--- src/hw/rtl/wfbp_pkg.sv ---
// Shared constants, codes and record types for the beacon parser.
package wfbp_pkg;

	localparam int MAX_SSID_BYTES  = 32;
	localparam int MAX_FRAME_BYTES = 4096;
	localparam int HDR_BYTES       = 24;
	localparam int FIXED_BYTES     = 12;
	localparam int TAGS_START      = HDR_BYTES + FIXED_BYTES;

	localparam int POS_W  = $clog2(MAX_FRAME_BYTES + 1);
	localparam int SIDX_W = $clog2(MAX_SSID_BYTES);
	localparam int SLEN_W = 6;

	// summary queue between parser and run generator
	localparam int SUM_DEPTH = 4;
	localparam int SUM_PTR_W = $clog2(SUM_DEPTH);
	localparam int SUM_CNT_W = $clog2(SUM_DEPTH + 1);

	// SSID banks: queue depth + one draining + committed + pending, rounded up
	localparam int NUM_BANKS = 8;
	localparam int BANK_W    = $clog2(NUM_BANKS);
	localparam int RAM_AW    = BANK_W + SIDX_W;

	localparam logic [7:0] TAG_SSID     = 8'h00;
	localparam logic [7:0] TAG_RSN      = 8'h30;
	localparam logic [7:0] TAG_VENDOR   = 8'hdd;
	localparam logic [7:0] FC_TYPE_MASK = 8'hfc;
	localparam logic [7:0] FC_BEACON    = 8'h80;
	localparam logic [1:0] FC_TYPE_DATA = 2'b10;

	typedef enum logic [1:0] {
		KIND_BEACON  = 2'd0,
		KIND_TO_AP   = 2'd1,
		KIND_FROM_AP = 2'd2
	} kind_t;

	typedef enum logic [1:0] {
		ENC_OPEN = 2'd0,
		ENC_WPA  = 2'd1,
		ENC_WPA2 = 2'd2
	} enc_t;

	typedef enum logic [1:0] {
		PH_NUM  = 2'd0,
		PH_LEN  = 2'd1,
		PH_BODY = 2'd2
	} tag_phase_t;

	typedef struct packed {
		kind_t              kind;
		logic [47:0]        bssid;
		logic [47:0]        station_mac;
		enc_t               enc;
		logic signed [7:0]  signal;
		logic [SLEN_W-1:0]  ssid_len;
		logic               trunc;
		logic [BANK_W-1:0]  bank;
	} summary_t;

	typedef struct packed {
		logic              valid;
		logic [BANK_W-1:0] bank;
	} release_t;

	typedef struct packed {
		logic              en;
		logic [RAM_AW-1:0] addr;
		logic [7:0]        data;
	} ram_wr_t;

endpackage

--- src/hw/rtl/wfbp_ssid_store.sv ---
// Banked SSID byte store: one write port, one registered read port.
module wfbp_ssid_store (
	input  logic                       clk,
	input  wfbp_pkg::ram_wr_t          wr,
	input  logic                       rd_en,
	input  logic [wfbp_pkg::RAM_AW-1:0] rd_addr,
	output logic [7:0]                 rd_data
);

	logic [7:0] mem [wfbp_pkg::NUM_BANKS * wfbp_pkg::MAX_SSID_BYTES];
	logic [7:0] rd_data_q;

	always_ff @(posedge clk) begin
		if (wr.en) begin
			mem[wr.addr] <= wr.data;
		end
		if (rd_en) begin
			rd_data_q <= mem[rd_addr];
		end
	end

	assign rd_data = rd_data_q;

endmodule

--- src/hw/rtl/wfbp_front.sv ---
// Byte parser: header capture, tag walk, SSID bank allocation, frame summaries.
module wfbp_front (
	input  logic                 clk,
	input  logic                 arst_n,
	input  logic                 accept,
	input  logic [7:0]           frame_byte,
	input  logic                 first_byte,
	input  logic                 final_byte,
	input  logic signed [7:0]    power_dbm,
	input  wfbp_pkg::release_t   rel,
	output logic                 sum_push,
	output wfbp_pkg::summary_t   sum_data,
	output wfbp_pkg::ram_wr_t    ram_wr
);

	logic [wfbp_pkg::POS_W-1:0]  pos_q, pos_d, pos;
	logic [7:0]                  fcl_q, fcl_d, fch_q, fch_d;
	logic [47:0]                 a1_q, a1_d, a2_q, a2_d, a3_q, a3_d;
	logic signed [7:0]           pwr_q, pwr_d;
	wfbp_pkg::tag_phase_t        phase_q, phase_d;
	logic [7:0]                  tnum_q, tnum_d, tleft_q, tleft_d, plen_q, plen_d;
	wfbp_pkg::enc_t              enc_q, enc_d;
	logic [wfbp_pkg::SLEN_W-1:0] clen_q, clen_d;
	logic                        trunc_q, trunc_d;
	logic [wfbp_pkg::BANK_W-1:0] comm_q, comm_d, pend_q, pend_d, free_bank;
	logic [wfbp_pkg::NUM_BANKS-1:0] busy_q, busy_d, free;
	logic [7:0]                  idx;
	logic                        finish, in_tags, beacon_end, data_end;

	always_comb begin
		pos_d    = pos_q;
		fcl_d    = fcl_q;
		fch_d    = fch_q;
		a1_d     = a1_q;
		a2_d     = a2_q;
		a3_d     = a3_q;
		pwr_d    = pwr_q;
		phase_d  = phase_q;
		tnum_d   = tnum_q;
		tleft_d  = tleft_q;
		plen_d   = plen_q;
		enc_d    = enc_q;
		clen_d   = clen_q;
		trunc_d  = trunc_q;
		comm_d   = comm_q;
		pend_d   = pend_q;
		ram_wr   = '0;
		sum_push = 1'b0;
		sum_data = '0;
		finish   = 1'b0;

		pos     = first_byte ? '0 : pos_q;
		in_tags = (pos >= wfbp_pkg::POS_W'(wfbp_pkg::TAGS_START))
			&& ((fcl_q & wfbp_pkg::FC_TYPE_MASK) == wfbp_pkg::FC_BEACON);
		idx     = plen_q - tleft_q;

		free = ~busy_q;
		free[comm_q] = 1'b0;
		free_bank = '0;
		for (int i = wfbp_pkg::NUM_BANKS - 1; i >= 0; i--) begin
			if (free[i]) begin
				free_bank = wfbp_pkg::BANK_W'(i);
			end
		end

		if (accept) begin
			if (pos == '0) begin
				fcl_d   = frame_byte;
				fch_d   = '0;
				pwr_d   = power_dbm;
				a1_d    = '0;
				a2_d    = '0;
				a3_d    = '0;
				phase_d = wfbp_pkg::PH_NUM;
				tnum_d  = '0;
				tleft_d = '0;
				enc_d   = wfbp_pkg::ENC_OPEN;
				clen_d  = '0;
				plen_d  = '0;
				trunc_d = 1'b0;
			end else if (pos == wfbp_pkg::POS_W'(1)) begin
				fch_d = frame_byte;
			end else if (pos >= wfbp_pkg::POS_W'(4) && pos < wfbp_pkg::POS_W'(10)) begin
				a1_d = {a1_q[39:0], frame_byte};
			end else if (pos >= wfbp_pkg::POS_W'(10) && pos < wfbp_pkg::POS_W'(16)) begin
				a2_d = {a2_q[39:0], frame_byte};
			end else if (pos >= wfbp_pkg::POS_W'(16) && pos < wfbp_pkg::POS_W'(22)) begin
				a3_d = {a3_q[39:0], frame_byte};
			end else if (in_tags) begin
				case (phase_q)
					wfbp_pkg::PH_LEN: begin
						plen_d  = frame_byte;
						tleft_d = frame_byte;
						if (frame_byte == '0) begin
							finish  = 1'b1;
							phase_d = wfbp_pkg::PH_NUM;
						end else begin
							phase_d = wfbp_pkg::PH_BODY;
						end
					end
					wfbp_pkg::PH_BODY: begin
						if (tnum_q == wfbp_pkg::TAG_SSID
							&& idx < 8'(wfbp_pkg::MAX_SSID_BYTES)) begin
							ram_wr.en   = 1'b1;
							ram_wr.addr = {pend_q, idx[wfbp_pkg::SIDX_W-1:0]};
							ram_wr.data = frame_byte;
						end
						tleft_d = tleft_q - 8'd1;
						if (tleft_q == 8'd1) begin
							finish  = 1'b1;
							phase_d = wfbp_pkg::PH_NUM;
						end
					end
					default: begin
						tnum_d  = frame_byte;
						phase_d = wfbp_pkg::PH_LEN;
						// fresh bank for each SSID tag; committed one stays intact
						if (frame_byte == wfbp_pkg::TAG_SSID) begin
							pend_d = free_bank;
						end
					end
				endcase
			end

			if (finish) begin
				if (tnum_q == wfbp_pkg::TAG_SSID) begin
					if (plen_d > 8'(wfbp_pkg::MAX_SSID_BYTES)) begin
						clen_d  = wfbp_pkg::SLEN_W'(wfbp_pkg::MAX_SSID_BYTES);
						trunc_d = 1'b1;
					end else begin
						clen_d  = plen_d[wfbp_pkg::SLEN_W-1:0];
						trunc_d = 1'b0;
					end
					comm_d = pend_q;
				end else if (tnum_q == wfbp_pkg::TAG_RSN) begin
					enc_d = wfbp_pkg::ENC_WPA2;
				end else if (tnum_q == wfbp_pkg::TAG_VENDOR) begin
					enc_d = wfbp_pkg::ENC_WPA;
				end
			end

			if (final_byte) begin
				pos_d = '0;
			end else if (pos < wfbp_pkg::POS_W'(wfbp_pkg::MAX_FRAME_BYTES)) begin
				pos_d = pos + wfbp_pkg::POS_W'(1);
			end else begin
				pos_d = pos;
			end

			beacon_end = (fcl_d & wfbp_pkg::FC_TYPE_MASK) == wfbp_pkg::FC_BEACON;
			data_end   = fcl_d[3:2] == wfbp_pkg::FC_TYPE_DATA;
			if (final_byte) begin
				if (beacon_end) begin
					if (pos >= wfbp_pkg::POS_W'(wfbp_pkg::TAGS_START - 1)) begin
						sum_push             = 1'b1;
						sum_data.kind        = wfbp_pkg::KIND_BEACON;
						sum_data.bssid       = a3_d;
						sum_data.station_mac = '0;
						sum_data.enc         = enc_d;
						sum_data.signal      = pwr_d;
						sum_data.ssid_len    = clen_d;
						sum_data.trunc       = trunc_d;
						sum_data.bank        = comm_d;
					end
				end else if (data_end && pos >= wfbp_pkg::POS_W'(wfbp_pkg::HDR_BYTES - 1)) begin
					// to-DS is bit 0 and from-DS bit 1 of the second control byte
					if (fch_d[0] && !fch_d[1]) begin
						sum_push             = 1'b1;
						sum_data.kind        = wfbp_pkg::KIND_TO_AP;
						sum_data.bssid       = a1_d;
						sum_data.station_mac = a2_d;
						sum_data.signal      = pwr_d;
					end else if (fch_d[1] && !fch_d[0]) begin
						sum_push             = 1'b1;
						sum_data.kind        = wfbp_pkg::KIND_FROM_AP;
						sum_data.bssid       = a2_d;
						sum_data.station_mac = a1_d;
						sum_data.signal      = pwr_d;
					end
				end
			end
		end else begin
			beacon_end = 1'b0;
			data_end   = 1'b0;
		end

		busy_d = busy_q;
		if (rel.valid) begin
			busy_d[rel.bank] = 1'b0;
		end
		if (sum_push && sum_data.ssid_len != '0) begin
			busy_d[sum_data.bank] = 1'b1;
		end
	end

	always_ff @(posedge clk or negedge arst_n) begin
		if (!arst_n) begin
			pos_q   <= '0;
			fcl_q   <= '0;
			fch_q   <= '0;
			a1_q    <= '0;
			a2_q    <= '0;
			a3_q    <= '0;
			pwr_q   <= '0;
			phase_q <= wfbp_pkg::PH_NUM;
			tnum_q  <= '0;
			tleft_q <= '0;
			plen_q  <= '0;
			enc_q   <= wfbp_pkg::ENC_OPEN;
			clen_q  <= '0;
			trunc_q <= 1'b0;
			comm_q  <= '0;
			pend_q  <= '0;
			busy_q  <= '0;
		end else begin
			pos_q   <= pos_d;
			fcl_q   <= fcl_d;
			fch_q   <= fch_d;
			a1_q    <= a1_d;
			a2_q    <= a2_d;
			a3_q    <= a3_d;
			pwr_q   <= pwr_d;
			phase_q <= phase_d;
			tnum_q  <= tnum_d;
			tleft_q <= tleft_d;
			plen_q  <= plen_d;
			enc_q   <= enc_d;
			clen_q  <= clen_d;
			trunc_q <= trunc_d;
			comm_q  <= comm_d;
			pend_q  <= pend_d;
			busy_q  <= busy_d;
		end
	end

endmodule

--- src/hw/rtl/wfbp_sum_fifo.sv ---
// Short queue of frame summaries between the parser and the run generator.
module wfbp_sum_fifo (
	input  logic               clk,
	input  logic               arst_n,
	input  logic               push,
	input  wfbp_pkg::summary_t push_data,
	input  logic               pop,
	output wfbp_pkg::summary_t head,
	output logic               full,
	output logic               empty
);

	wfbp_pkg::summary_t             entry_q [wfbp_pkg::SUM_DEPTH];
	logic [wfbp_pkg::SUM_PTR_W-1:0] wr_ptr_q, rd_ptr_q;
	logic [wfbp_pkg::SUM_CNT_W-1:0] cnt_q;
	logic                           do_push, do_pop;

	assign full    = cnt_q == wfbp_pkg::SUM_CNT_W'(wfbp_pkg::SUM_DEPTH);
	assign empty   = cnt_q == '0;
	assign do_push = push && !full;
	assign do_pop  = pop && !empty;
	assign head    = entry_q[rd_ptr_q];

	always_ff @(posedge clk) begin
		if (do_push) begin
			entry_q[wr_ptr_q] <= push_data;
		end
	end

	always_ff @(posedge clk or negedge arst_n) begin
		if (!arst_n) begin
			wr_ptr_q <= '0;
			rd_ptr_q <= '0;
			cnt_q    <= '0;
		end else begin
			if (do_push) begin
				wr_ptr_q <= wr_ptr_q + wfbp_pkg::SUM_PTR_W'(1);
			end
			if (do_pop) begin
				rd_ptr_q <= rd_ptr_q + wfbp_pkg::SUM_PTR_W'(1);
			end
			case ({do_push, do_pop})
				2'b10:   cnt_q <= cnt_q + wfbp_pkg::SUM_CNT_W'(1);
				2'b01:   cnt_q <= cnt_q - wfbp_pkg::SUM_CNT_W'(1);
				default: cnt_q <= cnt_q;
			endcase
		end
	end

endmodule

--- src/hw/rtl/wfbp_back.sv ---
// Run generator: expands each summary into SSID results through a read stage and output queue.
module wfbp_back (
	input  logic                        clk,
	input  logic                        arst_n,
	input  logic                        q_empty,
	input  wfbp_pkg::summary_t          q_head,
	output logic                        q_pop,
	output wfbp_pkg::release_t          rel,
	output logic                        rd_en,
	output logic [wfbp_pkg::RAM_AW-1:0] rd_addr,
	input  logic [7:0]                  rd_data,
	output logic                        empty,
	input  logic                        pop,
	output logic [1:0]                  frame_kind,
	output logic [47:0]                 bssid,
	output logic [47:0]                 station_mac,
	output logic [1:0]                  encryption,
	output logic signed [7:0]           signal_dbm,
	output logic [5:0]                  ssid_length,
	output logic                        ssid_truncated,
	output logic [4:0]                  ssid_index,
	output logic [7:0]                  ssid_byte,
	output logic                        last_of_run
);

	localparam int OUT_DEPTH = 4;
	localparam int OUT_PTR_W = $clog2(OUT_DEPTH);
	localparam int OUT_CNT_W = $clog2(OUT_DEPTH + 1);

	typedef struct packed {
		wfbp_pkg::kind_t               kind;
		logic [47:0]                   bssid;
		logic [47:0]                   station_mac;
		wfbp_pkg::enc_t                enc;
		logic signed [7:0]             signal;
		logic [wfbp_pkg::SLEN_W-1:0]   ssid_len;
		logic                          trunc;
		logic [wfbp_pkg::SIDX_W-1:0]   index;
		logic                          last;
	} res_t;

	typedef struct packed {
		res_t       res;
		logic [7:0] data;
	} out_t;

	wfbp_pkg::summary_t            cur_q;
	logic                          cur_v_q;
	logic [wfbp_pkg::SIDX_W-1:0]   k_q;
	logic [wfbp_pkg::SLEN_W-1:0]   run_len;
	logic                          last, issue;
	res_t                          res_s1;
	logic                          v_s1, zero_s1;
	out_t                          out_q [OUT_DEPTH];
	logic [OUT_PTR_W-1:0]          owr_q, ord_q;
	logic [OUT_CNT_W-1:0]          ocnt_q;
	logic                          opush, opop;
	out_t                          ohead;

	// hidden SSID and data frames still give one result
	assign run_len = (cur_q.ssid_len == '0) ? wfbp_pkg::SLEN_W'(1) : cur_q.ssid_len;
	assign last    = ({1'b0, k_q} + wfbp_pkg::SLEN_W'(1)) == run_len;
	assign issue   = cur_v_q
		&& ((ocnt_q + OUT_CNT_W'(v_s1)) < OUT_CNT_W'(OUT_DEPTH));
	assign q_pop   = !q_empty && (!cur_v_q || (issue && last));
	assign rd_en   = issue;
	assign rd_addr = {cur_q.bank, k_q};

	assign rel.valid = issue && last && cur_q.ssid_len != '0;
	assign rel.bank  = cur_q.bank;

	always_ff @(posedge clk or negedge arst_n) begin
		if (!arst_n) begin
			cur_q   <= '0;
			cur_v_q <= 1'b0;
			k_q     <= '0;
		end else begin
			if (q_pop) begin
				cur_q   <= q_head;
				cur_v_q <= 1'b1;
			end else if (issue && last) begin
				cur_v_q <= 1'b0;
			end
			if (issue) begin
				k_q <= last ? '0 : k_q + wfbp_pkg::SIDX_W'(1);
			end
		end
	end

	// read stage: lines up with the registered store output
	always_ff @(posedge clk or negedge arst_n) begin
		if (!arst_n) begin
			v_s1    <= 1'b0;
			res_s1  <= '0;
			zero_s1 <= 1'b0;
		end else begin
			v_s1 <= issue;
			if (issue) begin
				res_s1.kind        <= cur_q.kind;
				res_s1.bssid       <= cur_q.bssid;
				res_s1.station_mac <= cur_q.station_mac;
				res_s1.enc         <= cur_q.enc;
				res_s1.signal      <= cur_q.signal;
				res_s1.ssid_len    <= cur_q.ssid_len;
				res_s1.trunc       <= cur_q.trunc;
				res_s1.index       <= k_q;
				res_s1.last        <= last;
				zero_s1            <= cur_q.ssid_len == '0;
			end
		end
	end

	assign opush = v_s1;
	assign opop  = pop && !empty;
	assign empty = ocnt_q == '0;
	assign ohead = out_q[ord_q];

	always_ff @(posedge clk) begin
		if (opush) begin
			out_q[owr_q] <= '{res: res_s1, data: zero_s1 ? 8'd0 : rd_data};
		end
	end

	always_ff @(posedge clk or negedge arst_n) begin
		if (!arst_n) begin
			owr_q  <= '0;
			ord_q  <= '0;
			ocnt_q <= '0;
		end else begin
			if (opush) begin
				owr_q <= owr_q + OUT_PTR_W'(1);
			end
			if (opop) begin
				ord_q <= ord_q + OUT_PTR_W'(1);
			end
			case ({opush, opop})
				2'b10:   ocnt_q <= ocnt_q + OUT_CNT_W'(1);
				2'b01:   ocnt_q <= ocnt_q - OUT_CNT_W'(1);
				default: ocnt_q <= ocnt_q;
			endcase
		end
	end

	assign frame_kind     = ohead.res.kind;
	assign bssid          = ohead.res.bssid;
	assign station_mac    = ohead.res.station_mac;
	assign encryption     = ohead.res.enc;
	assign signal_dbm     = ohead.res.signal;
	assign ssid_length    = ohead.res.ssid_len;
	assign ssid_truncated = ohead.res.trunc;
	assign ssid_index     = ohead.res.index;
	assign ssid_byte      = ohead.data;
	assign last_of_run    = ohead.res.last;

endmodule

--- src/hw/rtl/wifi_frame_beacon_parser.sv ---
// Top level of the 802.11 beacon and data frame summariser.
//
//  channel  | handshake            | payload
//  ---------+----------------------+-----------------------------------------------
//  bytes in | push / full          | frame_byte, first_byte, final_byte, power_dbm
//  results  | empty / pop          | frame_kind .. ssid_byte, last_of_run
//
// One frame byte is taken every cycle while full is low; the parser has no
// multi-cycle step. A frame's results pass through the summary queue, the current summary
// register, the read stage and a four-deep output queue, and leave at up to one per pop.
// full rises while four frame summaries wait; their SSID runs hold store banks.
// Reset leaves every queue empty and no store clearing is needed.
module wifi_frame_beacon_parser (
	input  logic              clk,
	input  logic              arst_n,
	input  logic              push,
	output logic              full,
	input  logic [7:0]        frame_byte,
	input  logic              first_byte,
	input  logic              final_byte,
	input  logic signed [7:0] power_dbm,
	output logic              empty,
	input  logic              pop,
	output logic [1:0]        frame_kind,
	output logic [47:0]       bssid,
	output logic [47:0]       station_mac,
	output logic [1:0]        encryption,
	output logic signed [7:0] signal_dbm,
	output logic [5:0]        ssid_length,
	output logic              ssid_truncated,
	output logic [4:0]        ssid_index,
	output logic [7:0]        ssid_byte,
	output logic              last_of_run
);

	logic                        accept;
	logic                        sum_push, q_pop, q_empty, q_full;
	wfbp_pkg::summary_t          sum_data, q_head;
	wfbp_pkg::release_t          rel;
	wfbp_pkg::ram_wr_t           ram_wr;
	logic                        rd_en;
	logic [wfbp_pkg::RAM_AW-1:0] rd_addr;
	logic [7:0]                  rd_data;

	assign full   = q_full;
	assign accept = push && !q_full;

	wfbp_front u_front (
		.clk        (clk),
		.arst_n     (arst_n),
		.accept     (accept),
		.frame_byte (frame_byte),
		.first_byte (first_byte),
		.final_byte (final_byte),
		.power_dbm  (power_dbm),
		.rel        (rel),
		.sum_push   (sum_push),
		.sum_data   (sum_data),
		.ram_wr     (ram_wr)
	);

	wfbp_ssid_store u_store (
		.clk     (clk),
		.wr      (ram_wr),
		.rd_en   (rd_en),
		.rd_addr (rd_addr),
		.rd_data (rd_data)
	);

	wfbp_sum_fifo u_sum_fifo (
		.clk       (clk),
		.arst_n    (arst_n),
		.push      (sum_push),
		.push_data (sum_data),
		.pop       (q_pop),
		.head      (q_head),
		.full      (q_full),
		.empty     (q_empty)
	);

	wfbp_back u_back (
		.clk            (clk),
		.arst_n         (arst_n),
		.q_empty        (q_empty),
		.q_head         (q_head),
		.q_pop          (q_pop),
		.rel            (rel),
		.rd_en          (rd_en),
		.rd_addr        (rd_addr),
		.rd_data        (rd_data),
		.empty          (empty),
		.pop            (pop),
		.frame_kind     (frame_kind),
		.bssid          (bssid),
		.station_mac    (station_mac),
		.encryption     (encryption),
		.signal_dbm     (signal_dbm),
		.ssid_length    (ssid_length),
		.ssid_truncated (ssid_truncated),
		.ssid_index     (ssid_index),
		.ssid_byte      (ssid_byte),
		.last_of_run    (last_of_run)
	);

endmodule

--- config.mk ---
export PLATFORM = sky130hd
export DESIGN_NAME = wifi_frame_beacon_parser
export DESIGN_NICKNAME = d
export VERILOG_FILES = /design/src/hw/rtl/wfbp_pkg.sv /design/src/hw/rtl/wfbp_ssid_store.sv /design/src/hw/rtl/wfbp_front.sv /design/src/hw/rtl/wfbp_sum_fifo.sv /design/src/hw/rtl/wfbp_back.sv /design/src/hw/rtl/wifi_frame_beacon_parser.sv
export SDC_FILE = /design/constraint.sdc
export NUM_CORES = 2
export LEC_CHECK = 0
export BUFFER_PORTS_ARGS = -buffer_cell sky130_fd_sc_hd__buf_2
export CORE_ASPECT_RATIO = 0.75
export CORE_MARGIN = 2
export CORE_UTILIZATION = 50
export CTS_BUF_LIST = sky130_fd_sc_hd__clkbuf_8
export CTS_CLUSTER_DIAMETER = 40
export CTS_CLUSTER_SIZE = 40
export DETAILED_ROUTE_END_ITERATION = 10
export HOLD_SLACK_MARGIN = 0.06
export PLACE_DENSITY = 0.76
export SETUP_SLACK_MARGIN = 0.3
export SYNTH_ARGS = -nofsm -noshare
export SYNTH_HDL_FRONTEND = slang
export SYNTH_SLANG_ARGS = --single-unit
--- constraint.sdc ---
create_clock -name clk -period 10.5 [get_ports clk]
set_input_delay 0.525 -clock clk [delete_from_list [all_inputs] [get_ports clk]]
set_output_delay 0.525 -clock clk [all_outputs]
set_load 0.03 [all_outputs]
Word level (Yosys, flattened, before mapping)
Memory sizes are Yosys's and may differ from the RTL's. A register that Yosys moved wholly into a read port is not among the register bits.
Cells that the tools add are included.
- bits in registers: 365
- bits in writable memories: 3036
- output and inout bits: 131
- memories: 3
- memories (name ; depth ; bits a word ; rd ports ; clocked after memory_dff ; write ports ; line ; RTL):
    u_store.mem ; 256 ; 8 ; 1 ; 1 ; 1 ; wfbp_ssid_store.sv:10 ; logic [7:0] mem [wfbp_pkg::NUM_BANKS * wfbp_pkg::MAX_SSID_BYTES];
    u_back.out_q ; 4 ; 129 ; 1 ; 0 ; 1 ; wfbp_back.sv:54 ; out_t out_q [OUT_DEPTH];
    u_sum_fifo.entry_q ; 4 ; 118 ; 1 ; 1 ; 1 ; wfbp_sum_fifo.sv:13 ; wfbp_pkg::summary_t entry_q [wfbp_pkg::SUM_DEPTH];
- $add $sub $neg: 14
- magnitude comparators: 19
- equal/unequal tests: 21
- muxes and demuxes: 135
- bitwise logic cells: 12
- reduce and logical (&&, ||, !) cells: 46
- operator list (cell ; count):
    48-bit 2-to-1 mux ; 12
    98-bit 2-to-1 mux ; 4
    8-bit 2-to-1 mux ; 31
    118-bit 2-to-1 mux ; 2
    17-bit 2-to-1 mux ; 9
    116-bit 2-to-1 mux ; 1
    13-bit 2-to-1 mux ; 3
    2-bit 2-to-1 mux ; 17
    1-bit 2-to-1 mux ; 31
    3-bit 2-to-1 mux ; 10
    6-bit 2-to-1 mux ; 5
    13-bit by 5-bit greater-or-equal comparator with 1-bit output (second input constant) ; 2
    13-bit by 6-bit greater-or-equal comparator with 1-bit output (second input constant) ; 2
    13-bit by 5-bit < comparator with 1-bit output (second input constant) ; 2
    8-bit inverter ; 3
    7-bit AND reduction ; 3
    1-bit logical AND ; 20
    8-bit AND ; 2
    8-bit logical NOT ; 2
    8-bit one-hot mux with 2 select lines ; 1
    13-bit by 1-bit adder with 13-bit output (second input constant) ; 1
    13-bit by 1-bit equality test with 1-bit output (second input constant) ; 1
    13-bit by 3-bit greater-or-equal comparator with 1-bit output (second input constant) ; 1
    13-bit by 4-bit greater-or-equal comparator with 1-bit output (second input constant) ; 1
    43 further kinds ; 81

Logic depth before layout (Yosys ltp)
- word-level depth: 24
- mapped depth: 19
- depth with buffers taken out: 17

Modules after synthesis
Synthesis repeated with hierarchy kept, for this count alone.
- cell total of the unflattened synthesis: 7383
- area, all modules: 139754.0 um^2
- modules (own cells, without submodules) (module ; times used ; cells an instance ; area each (um^2)):
    wfbp_ssid_store ; 1 ; 3733 ; 79636.4
    wfbp_back ; 1 ; 1536 ; 28463.5
    wfbp_sum_fifo ; 1 ; 653 ; 17446.7
    wfbp_front ; 1 ; 1460 ; 14193.6
    wifi_frame_beacon_parser ; 1 ; 1 ; 13.8

Worst setup path before layout
Ideal clock, no wire load.
- path type: register -> register
- from: register u_front.plen_q[0]
- to: memory u_store.mem[0][0] (data pin)
- setup time: 1393 ps
- arrival: 8474 ps
- required time: 9107 ps
- path slack: 632 ps
- cell stages (with the launch flop): 13
- clock period less this slack: 9868 ps
- path through: dfrtp_1 -> inv_1 -> ha_1 -> inv_1 -> fa_1 -> a21o_1 -> a21oi_1 -> o21bai_1 -> a21oi_1 -> xor2_1 -> nand4b_1 -> clkbuf_1 -> nor2_1
- RTL lines (what ; line ; RTL):
    start: declaration ; wfbp_front.sv:21 ; logic [7:0] tnum_q, tnum_d, tleft_q, tleft_d, plen_q, plen_d;
    start signal: assignment ; wfbp_front.sv:226 ; plen_q <= plen_d;
    end: declaration ; wfbp_ssid_store.sv:10 ;

Worst setup path in the final report
- from: input first_byte
- to: memory u_sum_fifo.entry_q[0][84] in the netlist's numbering (enable)
- longest elaborated chain between the ends: 16
- elaborated cells between the ends (all ways): 27
- ends and longest elaborated chain (what ; line ; RTL):
    start: declaration ; wifi_frame_beacon_parser.sv:19 ; input logic first_byte,
    13-bit 2-to-1 mux (*) ; wfbp_front.sv:52 ; pos = first_byte ? '0 : pos_q;
    13-bit by 1-bit equality test with 1-bit output ; wfbp_front.sv:81 ; end else if (pos == wfbp_pkg::POS_W'(1)) begin
    2-bit 2-to-1 mux ; wfbp_front.sv:81 ;
    2-bit 2-to-1 mux ; wfbp_front.sv:67 ; if (pos == '0) begin
    2-bit 2-to-1 mux ; wfbp_front.sv:66 ; if (accept) begin
    1-bit logical NOT ; wfbp_front.sv:173 ; end else if (fch_d[1] && !fch_d[0]) begin
    1-bit logical AND ; wfbp_front.sv:173 ;
    1-bit 2-to-1 mux ; wfbp_front.sv:173 ;
    1-bit 2-to-1 mux ; wfbp_front.sv:167 ; if (fch_d[0] && !fch_d[1]) begin
    1-bit 2-to-1 mux ; wfbp_front.sv:165 ; end else if (data_end && pos >= wfbp_pkg::POS_W'(wfbp_pkg::HDR_BYTES - 1)) begin
    1-bit 2-to-1 mux (*) ; wfbp_front.sv:153 ; if (beacon_end) begin
    1-bit 2-to-1 mux (*) ; wfbp_front.sv:152 ; if (final_byte) begin
    1-bit 2-to-1 mux (*) ; wfbp_front.sv:66 ;
    1-bit logical AND (*) ; wfbp_sum_fifo.sv:20 ; assign do_push = push && !full;
    1-bit 2-to-1 mux (*) ; wfbp_sum_fifo.sv:25 ; if (do_push) begin
    1-bit 2-to-1 mux (implied by the code) (*) ; wfbp_sum_fifo.sv:26 ; entry_q[wr_ptr_q] <= push_data;
    end: declaration ; wfbp_sum_fifo.sv:13 ;
Mark *: on every way between the ends. The rest lies on a longest branch, timed or not. The select of a mux whose other input is x is not followed.

==> run_results.csv <==
group,metric,value,unit
logic_synthesis,synth-seq-area-share,0.745,
sta,maxSlewViolCount,2,
clock_network,cts_tree,"built",
layout,drive_gt1_frac,0.260,
logic_synthesis,ys_types,84,
clock_network,clkLatencyLatePin,1060,ps
worst_setup_path,path_class,"input pin to flip-flop",
sta,fin_crit,6700,ps
global_routing,grt_max_degree,257,
routing,drt-initial-drc-count,11000,
run_status,outcome,"finished with violations",
die,rows,167,
logic_synthesis,synth_cells,7348,
sta,setup_violations,0,
sta,tightest_slew,1680,ps
logic_synthesis,yosysTopAreaCell,"edfxtp_1",
routing,postRouteAntennaNets,0,
layout,nets,7704,
global_routing,grt_pass1_vias,73100,
die,die_h,460,um
logic_synthesis,avgSynthCellArea,18.9,sq um
logic_synthesis,synth_flop_cell,"edfxtp_1",
routing,wl_per_cell,29.0,um
die,initial_core_util,0.503,
die,die-area,0.282,sq mm
die,die_w,612,um
worst_setup_path,critPathLaunch,"first_byte",
logic_synthesis,yosys_warnings,0,
clock_network,cts.hold.buffers_added,22,
clock_network,cts_sinks,3527,
die,core_area,0.276,sq mm
clock_network,post_cts_buffers,0,
routing,drc,2,
global_routing,grt_util_all_layers,0.239,
sta,relSlewSlack,-0.121,
routing,wl,339000,um
pwr,p_leak,55.9,nW
job,cap_viol_max_count,3,
routing,dr.pass1.iters,11,
hold_path,hp-start,"push",
logic_synthesis,synth_seq_cells,3527,
logic_synthesis,yosys-top-cells-count,"edfxtp_1 (3044), mux4_2 (784), nand2_1 (725)",
logic_synthesis,syn-num-nets,7401,
place,gp_routability_congestion,0.906,
routing,vias_per_cell,6.40,
logic_synthesis,netlist_area,0.139,sq mm
place,dp_hpwl,207000,um
worst_setup_path,cp_max_fo,65,
logic_synthesis,synthTopCellsByArea,"edfxtp_1 (66%), mux4_2 (13%), dfrtp_1 (8.7%)",
logic_synthesis,synth.most_common_cell,"edfxtp_1",
global_routing,gr-total-overflow,0,
sta,final_hold_viol_count,0,
worst_setup_path,worstPathArrival,7250,ps
place,numPortBuffers,152,
layout,utilization,0.556,
worst_setup_path,cp-start-kind,"input pin",
clock_network,clkTransAtPathRegs,80,ps
worst_setup_path,r2r-start,"u_front.pos_q[2]",
sta,fin_skew,155,ps
layout,layout.area.seq,0.104,sq mm
hold_path,min_path_type,"input pin to flip-flop",
layout,fill_cells,20200,
die,io_pins,153,
clock_network,clock-root-buffer,"clkbuf_8",
global_routing,grt_antenna_before_repair,18,
routing,vias,74800,
sta,rsz0062_at_grt,"no",
layout,multi_input_area,0.0335,sq mm
run_status,violations,"DRC, capacitance limit, slew limit",
clock_network,numCtsBuffers,361,
clock_network,cts_resized,0,
layout,syn_to_final_growth,10.6,%
sta,whs,270,ps
worst_setup_path,end_kind,"flip-flop",
sta,finalSetupTns,0,ps
worst_setup_path,required,11050,ps
logic_synthesis,synth_edf_count,3044,
sta,fin_crit_sh,0.638,
clock_network,htree_levels,5,
logic_synthesis,async_reset_ff_frac,0.137,
clock_network,cts_buffer_depth,4,
sta,fmax,149,MHz
logic_synthesis,netlist.area_leader.share,0.658,
pwr,p_per_area,233,mW/mm^2
pwr,ir_drop,272,uV
global_routing,grt_pass1_wl,496000,um
layout make-up:
type / instances / share of cell area
Sequential cell: 3527 / 0.674
Clock inverter: 293 / 0.0220
Multi-Input combinational cell: 3280 / 0.218
Clock buffer: 374 / 0.0335
Inverter: 55 / 0.00136
Timing Repair Buffer: 426 / 0.0201
Tap cell: 3718 / 0.0303
Antenna cell: 8 / 0.000130
worst max-delay path, cell delays in order:
cell           delay [ps]
dlygate4sd3_1         590
buf_2                 350
clkinv_1              370
nand2_1               260
ha_1                  310
nand2_1               660
o21ai_0               720
nand4_1               800
o21ai_1               810
and2_4                910
buf_4                 770
where the power goes:
part / internal [mW] / switching (mW) / total (mW)
logic: 2.75 / 5.43 / 8.18
clock network: 4.48 / 5.48 / 9.96
registers: 16.6 / 0.984 / 17.6
metrics by stage:
step / cells / power (mW) / worst slack (ps) / cell area (sq um)
final: 11700 / 35.7 / 3800 / 154000
after global routing: 11700 / 37.0 / 3520 / 154000
after CTS: 11700 / 35.8 / 4040 / 153000
after detailed placement: 11000 / 26.0 / 3670 / 145000
after global placement: 11000 / 25.8 / 3870 / 145000
after floorplan: 7348 / 23.3 / 632 / 139000
final timing paths:
kind / slack (ps) / cells past startpoint / endpoint
setup / recovery: 3800 / 11 / u_sum_fifo.entry_q[0][84]
hold / removal: 270 / 4 / u_front.pos_q[3]
setup reg to reg: 4070 / 8 / u_sum_fifo.entry_q[0][84]
hold reg to reg: 400 / 2 / u_back.res_s1[90]
max in group asynchronous: 7730 / 5 / u_back.k_q[2]
min in group asynchronous: 570 / 3 / u_back.res_s1[99]
cell usage in the layout, fill, tap and decap left out, types with 44 or more instances in the layout:
cell	Yosys	final
nand2_1	725	724
inv_1	51	64
o32ai_1	93	93
nand4_1	44	44
buf_4	18	234
o21a_1	48	48
a21oi_1	142	141
nor3_1	276	253
inv_8	0	45
dfrtp_1	483	473
o21ai_0	86	85
o31ai_1	60	60
edfxtp_1	3044	3044
nand3_1	51	51
nor2_1	106	93
clkbuf_8	0	374
a22o_1	127	127
buf_2	76	151
inv_6	0	69
mux2i_1	113	113
mux2_2	133	133
a22oi_1	103	103
mux4_2	784	784
per-layer routing:
metal  track usage  share of wire  wire length, um
met2         0.335           0.43           146000
met3        0.0862           0.15            49700
met5             0         0.0011              379
met1         0.353           0.39           133000
met4        0.0690          0.030            10200
state kept, by name (all words and copies together), names as in the netlist, 13 cells and up:
signal / flops
u_sum_fifo.entry_q: 472
u_front.a2_q: 48
u_front.a3_q: 48
u_store.mem: 2048
u_back.out_q: 516
u_back.res_s1: 121
u_back.cur_q: 115
u_front.a1_q: 48
u_front.pos_q: 13
cells by family after synthesis:
| group | Yosys count | synth area share |
|---|---|---|
| adders and majority gates | 31 | 0.00296 |
| DFF | 3527 | 0.745 |
| buffers and inverters | 541 | 0.0161 |
| AOI/OAI and AO/OA | 832 | 0.0438 |
| muxes | 1030 | 0.146 |
| and+or+nand+nor | 1360 | 0.0439 |
| xor gates and xnor gates | 27 | 0.00170 |
Note: power is estimated with default switching activity, not from simulation.
